$ cat src/sv/hrlp_pkg.sv
// package: types, constants and helper functions of the request line parser
`timescale 1ns / 1ps

package hrlp_pkg;

    // line length limit and the offset counter that follows from it
    localparam int MAX_LINE_BYTES = 8192;
    localparam int OFF_W          = $clog2(MAX_LINE_BYTES);
    localparam logic [OFF_W-1:0] OFFSET_MAX = OFF_W'(MAX_LINE_BYTES - 1);

    // result field widths
    localparam int STATUS_W  = 2;
    localparam int METHOD_W  = 2;
    localparam int VER_W     = 10;
    localparam int OUT_OFF_W = 13;
    localparam int OUT_FIELD_BITS = STATUS_W + METHOD_W + 2 * VER_W + 5 * OUT_OFF_W;
    localparam int OUT_TDATA_W    = ((OUT_FIELD_BITS + 7) / 8) * 8;

    localparam logic [VER_W-1:0] VERSION_MAX = VER_W'(999);

    // characters
    localparam logic [7:0] CH_LF    = 8'h0A;
    localparam logic [7:0] CH_CR    = 8'h0D;
    localparam logic [7:0] CH_SPACE = 8'h20;
    localparam logic [7:0] CH_DOT   = 8'h2E;
    localparam logic [7:0] CH_SLASH = 8'h2F;
    localparam logic [7:0] CH_0     = 8'h30;
    localparam logic [7:0] CH_1     = 8'h31;
    localparam logic [7:0] CH_9     = 8'h39;
    localparam logic [7:0] CH_A     = 8'h41;
    localparam logic [7:0] CH_Z     = 8'h5A;
    localparam logic [7:0] CH_H     = 8'h48;
    localparam logic [7:0] CH_T     = 8'h54;
    localparam logic [7:0] CH_P     = 8'h50;

    // method names, first byte in the low bits
    localparam logic [23:0] NAME_GET  = 24'h544547;
    localparam logic [31:0] NAME_POST = 32'h54534F50;
    localparam logic [31:0] NAME_HEAD = 32'h44414548;

    typedef enum logic [STATUS_W-1:0] {
        ST_AGAIN       = 2'd0,
        ST_DONE        = 2'd1,
        ST_BAD_METHOD  = 2'd2,
        ST_BAD_REQUEST = 2'd3
    } status_t;

    typedef enum logic [METHOD_W-1:0] {
        METH_UNKNOWN = 2'd0,
        METH_GET     = 2'd1,
        METH_POST    = 2'd2,
        METH_HEAD    = 2'd3
    } method_t;

    typedef enum logic [14:0] {
        PH_START   = 15'b000000000000001,
        PH_METHOD  = 15'b000000000000010,
        PH_SP_URI  = 15'b000000000000100,
        PH_URI     = 15'b000000000001000,
        PH_SP_HTTP = 15'b000000000010000,
        PH_H       = 15'b000000000100000,
        PH_HT      = 15'b000000001000000,
        PH_HTT     = 15'b000000010000000,
        PH_HTTP    = 15'b000000100000000,
        PH_MAJ1    = 15'b000001000000000,
        PH_MAJ     = 15'b000010000000000,
        PH_MIN1    = 15'b000100000000000,
        PH_MIN     = 15'b001000000000000,
        PH_SP_END  = 15'b010000000000000,
        PH_ALMOST  = 15'b100000000000000
    } phase_t;

    function automatic logic is_upper(input logic [7:0] c);
        return (c >= CH_A) && (c <= CH_Z);
    endfunction

    function automatic logic is_digit(input logic [7:0] c);
        return (c >= CH_0) && (c <= CH_9);
    endfunction

    // v * 10 + digit, saturating; v is at most 999 so 14 bits hold the sum
    function automatic logic [VER_W-1:0] add_digit(input logic [VER_W-1:0] v,
                                                   input logic [7:0] c);
        logic [13:0] n;
        n = ({4'd0, v} << 3) + ({4'd0, v} << 1) + {10'd0, c[3:0]};
        if (n > {4'd0, VERSION_MAX})
            return VERSION_MAX;
        return n[VER_W-1:0];
    endfunction

    function automatic method_t classify(input logic [31:0] bytes, input logic [2:0] len);
        if (len == 3'd3 && bytes[23:0] == NAME_GET)
            return METH_GET;
        if (len == 3'd4 && bytes == NAME_POST)
            return METH_POST;
        if (len == 3'd4 && bytes == NAME_HEAD)
            return METH_HEAD;
        return METH_UNKNOWN;
    endfunction

endpackage

$ cat src/sv/http_request_line_parser_unit.sv
// top level: byte-serial http request line parser with registered stream ports
`timescale 1ns / 1ps

// path: an input transfer passes the input register, then the result register, to the master side
// throughput: one byte per cycle while the result side is not stalled; the byte state machine updates in a single pass
// an input register and a result register part the sides; a stalled result holds
// one byte in the input register, after that s_tready drops until m_tready returns
// reset: rst_n asynchronous, active low; parser returns to start phase, offsets zero
module http_request_line_parser_unit (
    input  logic                           clk,
    input  logic                           rst_n,
    // input stream
    input  logic                           s_tvalid,
    output logic                           s_tready,
    input  logic [7:0]                     s_tdata,   // data_byte
    // result stream
    output logic                           m_tvalid,
    input  logic                           m_tready,
    // status[1:0], method_code[3:2], version_major[13:4], version_minor[23:14],
    // line_start_offset[36:24], method_end_offset[49:37], uri_start_offset[62:50],
    // uri_end_offset[75:63], line_end_offset[88:76], zero pad above
    output logic [hrlp_pkg::OUT_TDATA_W-1:0] m_tdata
);
    import hrlp_pkg::*;

    // input stage
    logic       in_valid_reg;
    logic [7:0] in_byte_reg;

    // result stage
    logic                   out_valid_reg;
    logic [OUT_TDATA_W-1:0] out_data_reg;

    // parser state
    phase_t           phase_reg, phase_next;
    logic [OFF_W-1:0] off_reg, off_next;
    logic [31:0]      mbytes_reg, mbytes_next;
    logic [2:0]       mlen_reg, mlen_next;
    method_t          mkind_reg, mkind_next;
    logic [VER_W-1:0] major_reg, major_next;
    logic [VER_W-1:0] minor_reg, minor_next;
    logic [OFF_W-1:0] start_mark_reg, start_mark_next;
    logic [OFF_W-1:0] mend_mark_reg, mend_mark_next;
    logic [OFF_W-1:0] ustart_mark_reg, ustart_mark_next;
    logic [OFF_W-1:0] uend_mark_reg, uend_mark_next;
    logic [OFF_W-1:0] end_mark_reg, end_mark_next;

    status_t                st;
    logic [OUT_TDATA_W-1:0] result;
    logic                   advance;   // result register can take a new value
    logic                   proc;      // the held byte is processed this cycle
    logic [7:0]             c;
    logic                   take_method;

    assign advance  = !out_valid_reg || m_tready;
    assign proc     = in_valid_reg && advance;
    assign s_tready = !in_valid_reg || advance;
    assign m_tvalid = out_valid_reg;
    assign m_tdata  = out_data_reg;
    assign c        = in_byte_reg;

    // byte state machine, one pass per byte
    always_comb
    begin
        st               = ST_AGAIN;
        phase_next       = phase_reg;
        mbytes_next      = mbytes_reg;
        mlen_next        = mlen_reg;
        mkind_next       = mkind_reg;
        major_next       = major_reg;
        minor_next       = minor_reg;
        start_mark_next  = start_mark_reg;
        mend_mark_next   = mend_mark_reg;
        ustart_mark_next = ustart_mark_reg;
        uend_mark_next   = uend_mark_reg;
        end_mark_next    = end_mark_reg;

        // first four method bytes are kept, length saturates at seven
        take_method = 1'b0;

        case (phase_reg)
            PH_START:
            begin
                start_mark_next = off_reg;
                if (c == CH_CR || c == CH_LF)
                    phase_next = PH_START;
                else if (!is_upper(c))
                    st = ST_BAD_METHOD;
                else
                begin
                    take_method = 1'b1;
                    phase_next  = PH_METHOD;
                end
            end
            PH_METHOD:
            begin
                if (c == CH_SPACE)
                begin
                    mend_mark_next = off_reg;
                    mkind_next     = classify(mbytes_reg, mlen_reg);
                    phase_next     = PH_SP_URI;
                end
                else if (!is_upper(c))
                    st = ST_BAD_METHOD;
                else
                    take_method = 1'b1;
            end
            PH_SP_URI:
            begin
                if (c == CH_SLASH)
                begin
                    ustart_mark_next = off_reg;
                    phase_next       = PH_URI;
                end
                else if (c != CH_SPACE)
                    st = ST_BAD_REQUEST;
            end
            PH_URI:
            begin
                // any byte but a space belongs to the uri
                if (c == CH_SPACE)
                begin
                    uend_mark_next = off_reg;
                    phase_next     = PH_SP_HTTP;
                end
            end
            PH_SP_HTTP:
            begin
                if (c == CH_H)
                    phase_next = PH_H;
                else if (c != CH_SPACE)
                    st = ST_BAD_REQUEST;
            end
            PH_H:
            begin
                if (c == CH_T) phase_next = PH_HT;
                else           st = ST_BAD_REQUEST;
            end
            PH_HT:
            begin
                if (c == CH_T) phase_next = PH_HTT;
                else           st = ST_BAD_REQUEST;
            end
            PH_HTT:
            begin
                if (c == CH_P) phase_next = PH_HTTP;
                else           st = ST_BAD_REQUEST;
            end
            PH_HTTP:
            begin
                if (c == CH_SLASH) phase_next = PH_MAJ1;
                else               st = ST_BAD_REQUEST;
            end
            PH_MAJ1:
            begin
                // major version starts with a nonzero digit
                if (c < CH_1 || c > CH_9)
                    st = ST_BAD_REQUEST;
                else
                begin
                    major_next = {6'd0, c[3:0]};
                    phase_next = PH_MAJ;
                end
            end
            PH_MAJ:
            begin
                if (c == CH_DOT)
                    phase_next = PH_MIN1;
                else if (!is_digit(c))
                    st = ST_BAD_REQUEST;
                else
                    major_next = add_digit(major_reg, c);
            end
            PH_MIN1:
            begin
                if (!is_digit(c))
                    st = ST_BAD_REQUEST;
                else
                begin
                    minor_next = {6'd0, c[3:0]};
                    phase_next = PH_MIN;
                end
            end
            PH_MIN:
            begin
                if (c == CH_CR)
                begin
                    end_mark_next = off_reg;
                    phase_next    = PH_ALMOST;
                end
                else if (c == CH_LF)
                begin
                    end_mark_next = off_reg;
                    st            = ST_DONE;
                end
                else if (c == CH_SPACE)
                    phase_next = PH_SP_END;
                else if (!is_digit(c))
                    st = ST_BAD_REQUEST;
                else
                    minor_next = add_digit(minor_reg, c);
            end
            PH_SP_END:
            begin
                if (c == CH_CR)
                begin
                    end_mark_next = off_reg;
                    phase_next    = PH_ALMOST;
                end
                else if (c == CH_LF)
                begin
                    end_mark_next = off_reg;
                    st            = ST_DONE;
                end
                else if (c != CH_SPACE)
                    st = ST_BAD_REQUEST;
            end
            PH_ALMOST:
            begin
                st = (c == CH_LF) ? ST_DONE : ST_BAD_REQUEST;
            end
            default:
            begin
                st = ST_BAD_REQUEST;
            end
        endcase

        if (take_method)
        begin
            case (mlen_reg)
                3'd0:    mbytes_next = mbytes_reg | {24'd0, c};
                3'd1:    mbytes_next = mbytes_reg | {16'd0, c, 8'd0};
                3'd2:    mbytes_next = mbytes_reg | {8'd0, c, 16'd0};
                3'd3:    mbytes_next = mbytes_reg | {c, 24'd0};
                default: mbytes_next = mbytes_reg;
            endcase
            if (mlen_reg != 3'd7)
                mlen_next = mlen_reg + 3'd1;
        end

        // result shows the updated values, before any clearing
        result = OUT_TDATA_W'({
            OUT_OFF_W'(end_mark_next),
            OUT_OFF_W'(uend_mark_next),
            OUT_OFF_W'(ustart_mark_next),
            OUT_OFF_W'(mend_mark_next),
            OUT_OFF_W'(start_mark_next),
            minor_next,
            major_next,
            mkind_next,
            st
        });

        // done or error: the next byte begins a new line at offset zero
        off_next = off_reg;
        if (st != ST_AGAIN)
        begin
            phase_next       = PH_START;
            off_next         = '0;
            mbytes_next      = '0;
            mlen_next        = '0;
            mkind_next       = METH_UNKNOWN;
            major_next       = '0;
            minor_next       = '0;
            start_mark_next  = '0;
            mend_mark_next   = '0;
            ustart_mark_next = '0;
            uend_mark_next   = '0;
            end_mark_next    = '0;
        end
        else if (off_reg < OFFSET_MAX)
            off_next = off_reg + OFF_W'(1);
    end

    // handshake and parser state
    always_ff @(posedge clk or negedge rst_n)
    begin
        if (!rst_n)
        begin
            in_valid_reg    <= 1'b0;
            out_valid_reg   <= 1'b0;
            phase_reg       <= PH_START;
            off_reg         <= '0;
            mbytes_reg      <= '0;
            mlen_reg        <= '0;
            mkind_reg       <= METH_UNKNOWN;
            major_reg       <= '0;
            minor_reg       <= '0;
            start_mark_reg  <= '0;
            mend_mark_reg   <= '0;
            ustart_mark_reg <= '0;
            uend_mark_reg   <= '0;
            end_mark_reg    <= '0;
        end
        else
        begin
            if (s_tready)
                in_valid_reg <= s_tvalid;
            if (advance)
                out_valid_reg <= in_valid_reg;
            if (proc)
            begin
                phase_reg       <= phase_next;
                off_reg         <= off_next;
                mbytes_reg      <= mbytes_next;
                mlen_reg        <= mlen_next;
                mkind_reg       <= mkind_next;
                major_reg       <= major_next;
                minor_reg       <= minor_next;
                start_mark_reg  <= start_mark_next;
                mend_mark_reg   <= mend_mark_next;
                ustart_mark_reg <= ustart_mark_next;
                uend_mark_reg   <= uend_mark_next;
                end_mark_reg    <= end_mark_next;
            end
        end
    end

    // payload registers
    always_ff @(posedge clk)
    begin
        if (s_tvalid && s_tready)
            in_byte_reg <= s_tdata;
        if (proc)
            out_data_reg <= result;
    end

`ifndef NO_ASSERTIONS
    // a method error never carries a recognized method
    a_bad_method_unknown: assert property (@(posedge clk) disable iff (!rst_n)
        out_valid_reg && out_data_reg[1:0] == ST_BAD_METHOD
        |-> out_data_reg[3:2] == METH_UNKNOWN)
        else $error("bad method result with a known method code");

    // a finished line always has a nonzero major version
    a_done_major: assert property (@(posedge clk) disable iff (!rst_n)
        out_valid_reg && out_data_reg[1:0] == ST_DONE |-> out_data_reg[13:4] != '0)
        else $error("done result with zero major version");

    // a terminating byte puts the parser back at the start of a line
    a_restart: assert property (@(posedge clk) disable iff (!rst_n)
        proc && st != ST_AGAIN |=> phase_reg == PH_START && off_reg == '0)
        else $error("parser not restarted after done or error");

    // the offset advances by one for every byte of an unfinished line
    a_offset_step: assert property (@(posedge clk) disable iff (!rst_n)
        proc && st == ST_AGAIN && off_reg < OFFSET_MAX
        |=> off_reg == $past(off_reg) + OFF_W'(1))
        else $error("byte offset did not advance");
`endif

endmodule

$ cat config.mk
export PLATFORM = sky130hd
export DESIGN_NAME = http_request_line_parser_unit
export DESIGN_NICKNAME = d
export VERILOG_FILES = /design/src/sv/hrlp_pkg.sv /design/src/sv/http_request_line_parser_unit.sv
export SDC_FILE = /design/constraint.sdc
export NUM_CORES = 1
export LEC_CHECK = 0
export ABC_AREA = 1
export BUFFER_PORTS_ARGS = -buffer_cell sky130_fd_sc_hd__buf_2
export CAP_MARGIN = 10
export CORE_MARGIN = 5
export CORE_UTILIZATION = 50
export CTS_BUF_LIST = sky130_fd_sc_hd__clkbuf_4
export DETAILED_ROUTE_END_ITERATION = 10
export GPL_ROUTABILITY_DRIVEN = 0
export PLACE_DENSITY = 0.69
export SYNTH_ARGS = -nofsm -noshare
export SYNTH_HDL_FRONTEND = slang
export SYNTH_SLANG_ARGS = --single-unit
$ cat constraint.sdc
create_clock -name clk -period 8.6 [get_ports clk]
set_clock_uncertainty 0.05 [all_clocks]
set_input_delay 1.29 -clock clk [delete_from_list [all_inputs] [get_ports clk]]
set_output_delay 1.29 -clock clk [all_outputs]
set_load 0.03 [all_outputs]
Word-level counts from Yosys, hierarchy flattened:

Cells that the tools add are included.

* output and inout port bits: 98
* bits of input ports: 12
* logic and storage cells: 220
* bits in registers: 249

* order comparisons: 9
* reduce and logical (&&, ||, !) cells: 26
* bitwise logic cells: 4
* multiplexer cells: 112
* add/subtract/negate cells: 6
* eq/ne operators: 47

Operator list (count)
* 2-to-1 mux 15 bit: 18
* 2-to-1 mux 13 bit: 17
* case mux 15 bit (14 select lines): 1
* 2-to-1 mux 10 bit: 14
* case mux 32 bit (4 select lines): 1
* == test 32 x 31 -> 1 bit, second input constant: 2
* 2-to-1 mux 32 bit: 2
* 2-to-1 mux 2 bit: 27
* case mux 10 bit (2 select lines): 2
* != test 3 bit, second input constant: 13
* OR 32 x 16 -> 32 bit: 1
* OR 32 x 24 -> 32 bit: 1
* OR 32 bit: 1
* OR 32 x 8 -> 32 bit: 1
* adder 13 x 11 -> 14 bit: 2
* adder 14 x 4 -> 14 bit: 2
* > comparator 14 x 10 -> 1 bit, second input constant: 2
* case mux 2 bit (14 select lines): 1
* 2-to-1 mux 1 bit: 25
* == test 24 x 23 -> 1 bit, second input constant: 1
* == test 8 x 6 -> 1 bit, second input constant: 3
* == test 8 x 7 -> 1 bit, second input constant: 3
* AND reduction 17 bit: 1
* == test 8 x 4 -> 1 bit, second input constant: 2
* 41 further kinds: 61

Longest topological paths before layout:

* depth after elaboration: 18
* mapped depth: 20
* depth with buffers taken out: 19

Least setup slack after synthesis:

Ideal clock, no wire load.

* kind: input-to-reg
* start point: input m_tready
* end point: register out_data_reg[0], in the netlist m_tdata[0] (enable)
* buffers on the path: 3
* setup time: 0.488 ns
* required time: 8.062 ns
* slack: 3.427 ns
* cell stages on the path: 7
* arrival: 4.635 ns
* path through: inv_1 nand2_1 nand2_1 inv_1 buf_2 clkbuf_1 clkbuf_1

* longest elaborated chain between the ends: 2

RTL lines
* from (decl): line http_request_line_parser_unit.sv:18 `input logic m_tready,`
* logical OR 1 bit: line http_request_line_parser_unit.sv:55 `assign advance = !out_valid_reg || m_tready;`
* logical AND 1 bit: line http_request_line_parser_unit.sv:56 `assign proc = in_valid_reg && advance;`
* via proc: line http_request_line_parser_unit.sv:51 `logic proc;`
* to (signal assigned): line http_request_line_parser_unit.sv:325 `out_data_reg <= result;`
* to (decl): line http_request_line_parser_unit.sv:32 `logic [OUT_TDATA_W-1:0] out_data_reg;`

The timed path passes the listed nets, and every way through them passes these cells.
A chain may end at the register's enable or synchronous reset.

Final worst setup path:

* start point: register in_byte_reg[1], in the netlist c[1]
* end point: register minor_reg[2]

* longest elaborated chain between the ends: 15
* elaborated cells between the ends (all ways): 55
* those cells by class: add/sub: 1; order compare: 7; eq/ne: 9; mux: 33; reduce/logical: 5

RTL lines
* from (decl): line http_request_line_parser_unit.sv:28 `logic [7:0] in_byte_reg;`
* from (signal assigned): line http_request_line_parser_unit.sv:323 `in_byte_reg <= s_tdata;`
* adder 14 x 4 -> 14 bit: line hrlp_pkg.sv:85 `n = ({4'd0, v} << 3) + ({4'd0, v} << 1) + {10'd0, c[3:0]};`
* > comparator 14 x 10 -> 1 bit: line hrlp_pkg.sv:86 `if (n > {4'd0, VERSION_MAX})`
* 2-to-1 mux 1 bit: line hrlp_pkg.sv:86
* 2-to-1 mux 1 bit: line http_request_line_parser_unit.sv:198 `else if (!is_digit(c))`
* 2-to-1 mux 1 bit: line http_request_line_parser_unit.sv:196 `else if (c == CH_SPACE)`
* 2-to-1 mux 1 bit: line http_request_line_parser_unit.sv:191 `else if (c == CH_LF)`
* 2-to-1 mux 1 bit: line http_request_line_parser_unit.sv:186 `if (c == CH_CR)`
* 2-to-1 mux 1 bit: line http_request_line_parser_unit.sv:81 `case (phase_reg)`
* 2-to-1 mux 10 bit: line hrlp_pkg.sv:88 `return n[VER_W-1:0];`
* 2-to-1 mux 10 bit: line http_request_line_parser_unit.sv:198
* 2-to-1 mux 10 bit: line http_request_line_parser_unit.sv:196
* 2-to-1 mux 10 bit: line http_request_line_parser_unit.sv:191
* 2-to-1 mux 10 bit: line http_request_line_parser_unit.sv:186
* case mux 10 bit (2 select lines): line http_request_line_parser_unit.sv:81
* 2-to-1 mux 10 bit (*): line http_request_line_parser_unit.sv:256 `if (st != ST_AGAIN)`
* to (signal assigned): line http_request_line_parser_unit.sv:309 `minor_reg <= minor_next;`
* to (decl): line http_request_line_parser_unit.sv:41 `logic [VER_W-1:0] minor_reg, minor_next;`

Mark *: on every way between the ends. The rest lies on a longest branch, timed or not. The select of a mux whose other input is x is not followed.

==> results.md <==
- Run status: completed
- Mapped Avg Cell Area: 7.88 sq um
- Insertion delay to the later sink of the worst-skew pair: 680 ps
- Headroom to the max-slew limit: 23.7%
- Top Family by Delay on Critical Path: simple AND/OR/NAND/NOR gates
- Antenna violations before repair: 1
- Areal power density over the cells: 217 nW/um^2
- Post-synth EDFFs: 97
- Total Die Area: 31800 sq um
- Fraction of synthesized cell area taken by the top area cell type: 26.6%
- Residual antenna-violating net count after detailed routing: 0
- Yosys cell types: 50
- Aggregate routed wire length: 36.3 mm
- CTS tree: yes
- Max-cap violations: 0
- Max Buffers Root-to-Sink: 3
- Clock root buffer: clkbuf_4
- Accumulated negative setup slack: 0 ps
- Maximum ir drop on the vdd rail: 0.000102 V
- Number of flip-flops and latches in the synthesized netlist: 249
- Synth-to-layout area growth: 11.0%
- Layout net count: 1980
- Primary FF master, synth: dfrtp_1
- Setup crit end kind: flop
- Global-route wire length before repair: 59.6 mm
- Core Footprint: 27900 sq um
- Floorplan row count: 61
- Routed wire length per instance: 15.4 microns
- H-tree lvl count: 3
- Post-synthesis sequential area ratio: 47.4%
- Vias post-DR: 12700
- Synthesis Warnings: 0
- Worst slew pin tran: 1140 ps
- Count of port buffers added during placement: 102
- Total iterations of the first detailed-routing run: 6
- # IOs: 110
- Arrival time at the worst endpoint: 4700 ps
- Quantity of gates resized following cts: 0
- Via-to-Cell Ratio: 5.39
- Crit path top cell by count: nand2_1
- Fin. Hold Viols: 0
- Vert. Die Dim: 178 microns
- Area of the multi-input gates: 6260 sq um
- Register area: 6720 sq um
- Sum of buffers and inverters on the critical path: 3
- Required time at the worst-slack endpoint: 9090 ps
- Clock transition at the registers of the reported paths: 60 ps
- Largest net degree at the start of global routing: 115
- Leftover overflow at the end of global routing: 0
- Total CTS buffers: 67
- Count of buffers added by post-CTS timing repair for setup: 0
- Delay contributed by the slowest stage of the critical path: 660 ps
- Worst-path maximum fanout: 74
- Minimum clock period after layout: 4210 ps
- Post-route clock period utilization: 49.0%
- Worst hold path class: flop to flop
- Post-detailed-placement half-perimeter wirelength: 24.9 mm
- Effective utilization at floorplan: 50.8%
- Share of post-route cells with drive strength above 1: 13.1%
- All-layer global routing usage: 23.0%
- Total DRC errors in the routed layout: 0
- Master of the slowest instance on the critical path: edfxtp_1
- Clock net sink count: 249
- Sequence of cells on the critical path: nor2_1 -> nand2_2 -> inv_2 -> nand2_1 -> nand2_1 -> o21ai_0 -> a21oi_1 -> nand2_1 -> nor2_1 -> nand2_2 -> inv_2 -> buf_4 -> nand2_1 -> o21ai_0
- Synth top area cells: dfrtp_1 27%, edfxtp_1 21%, nand2_1 12%, nor2_1 5.7%, o21ai_0 5.5%
- Fraction of registers with async set/reset: 61.0%
- Cell taking the most area after synthesis: dfrtp_1
- Max FFs per register: 89
- CTS Hold Bufs: 0
- Width of the die: 178 microns
- Element type at the critical path start: flop
- Unrepaired setup endpoints after global routing: false
- Vias in the first global route: 11900
- Dpl ws: 3870 ps
- Critical path start-end classification: flop to flop
- Cell count after synthesis: 1801
- Finish-stage setup viols: 0
- Leakage power total: 7.54 nW
- Final-report max-slew violation count: 0
- Cell area after synthesis: 14200 sq um
- Fin worst setup slack: 4390 ps
- Violation count after the first detailed-routing iteration: 1078
- Highest clock rate: 237 MHz
- Reg2reg setup slack: 4390 ps
- Filler cell count: 2635
==> through the flow <==
stage          area (sq um)  total power, mW  hold slack [ps]  std cells  util (%)
4_1_cts               15700             3.45              436       2351      56.4
3_3_place_gp          14900             2.33              412       2228      53.2
5_1_grt               15700             3.62              452       2352      56.4
2_1_floorplan         14200             2.14              399       1807         -
3_5_place_dp          14900             2.34              419       2228      53.2
6_report              15700             3.41              433       2352      56.4
==> per-layer routing <==
layer	wire length, microns	GRT usage (%)	part of all wire, %	vias up
met3	2750	4.54	7.6	82
met4	942	8.67	2.6	0
met5	0	0	0	-
met1	16000	31.6	44	5900
met2	16700	36.2	46	495
li1	-	-	-	6203
==> power by group <==
group	leakage [nW]	total, mW	internal (mW)	switching, mW
combinational	3.94	0.930	0.203	0.727
sequential	3.08	1.40	1.34	0.0592
clock	0.524	1.09	0.585	0.504
==> tightest hold or removal path: stages, from the launching register on <==
cell,delay [ps]
dfrtp_1,340
nand2_1,50
nand2_1,60
==> cells in the mapped netlist (13+ instances only) <==
cell,instances
nand2_1,466
nor2_1,214
inv_1,209
o21ai_0,157
dfrtp_1,151
nand3_1,141
edfxtp_1,97
a21oi_1,46
ha_1,45
o22ai_1,39
nand4_1,30
clkbuf_1,26
nor3_1,19
xor2_1,18
o21ai_1,15
buf_2,13
==> kinds of logic (layout without fill, tap and decap cells) <==
family	after synthesis	count (layout)	synth area share, %
fa+ha+maj	49	49	4.53
buf+inv	286	452	8.64
xor+xnor	22	22	1.36
other cells	1	8	0.0264
simple gates	913	913	27.2
flops	249	249	47.4
compound gates	281	281	10.9
==> final cells by class <==
cell class	count	share of cell area (%)
sequential	249	42.7
clock buffer	97	4.62
inverter	221	5.30
antenna	1	0.0159
tap	378	3.00
multi-input combinational	1272	39.8
timing repair buffer	108	3.57
clock inverter	26	1.06
==> final timing paths <==
| check | startpoint | cells after the start | to |
|---|---|---|---|
| max | c[1] | 14 | minor_reg[2] |
| min | end_mark_reg[2] | 2 | end_mark_reg[2] |
| max reg2reg | c[1] | 14 | minor_reg[2] |
| min reg2reg | end_mark_reg[2] | 2 | end_mark_reg[2] |
| max in group asynchronous | rst_n | 2 | start_mark_reg[9] |
| min in group asynchronous | rst_n | 1 | end_mark_reg[9] |
==> cells in the final DEF, fill, tap and decap left out, types with 4 or more instances in the layout <==
cell type / count
clkbuf_4: 97
o21bai_1: 4
a21oi_1: 46
nand3_1: 141
nand3b_1: 6
fa_1: 4
xor2_1: 18
xnor2_1: 4
nor2_2: 7
inv_2: 11
nor3_1: 19
dfrtp_1: 151
nand2_1: 466
buf_2: 101
nand2_2: 7
clkinv_1: 18
nor4_1: 7
o21ai_1: 15
ha_1: 45
inv_1: 208
o21ai_0: 157
buf_4: 6
clkinv_2: 4
o22ai_1: 39
edfxtp_1: 97
conb_1: 7
nand4_1: 30
nor2_1: 214
No activity file was read; power rests on OpenSTA's default activity.
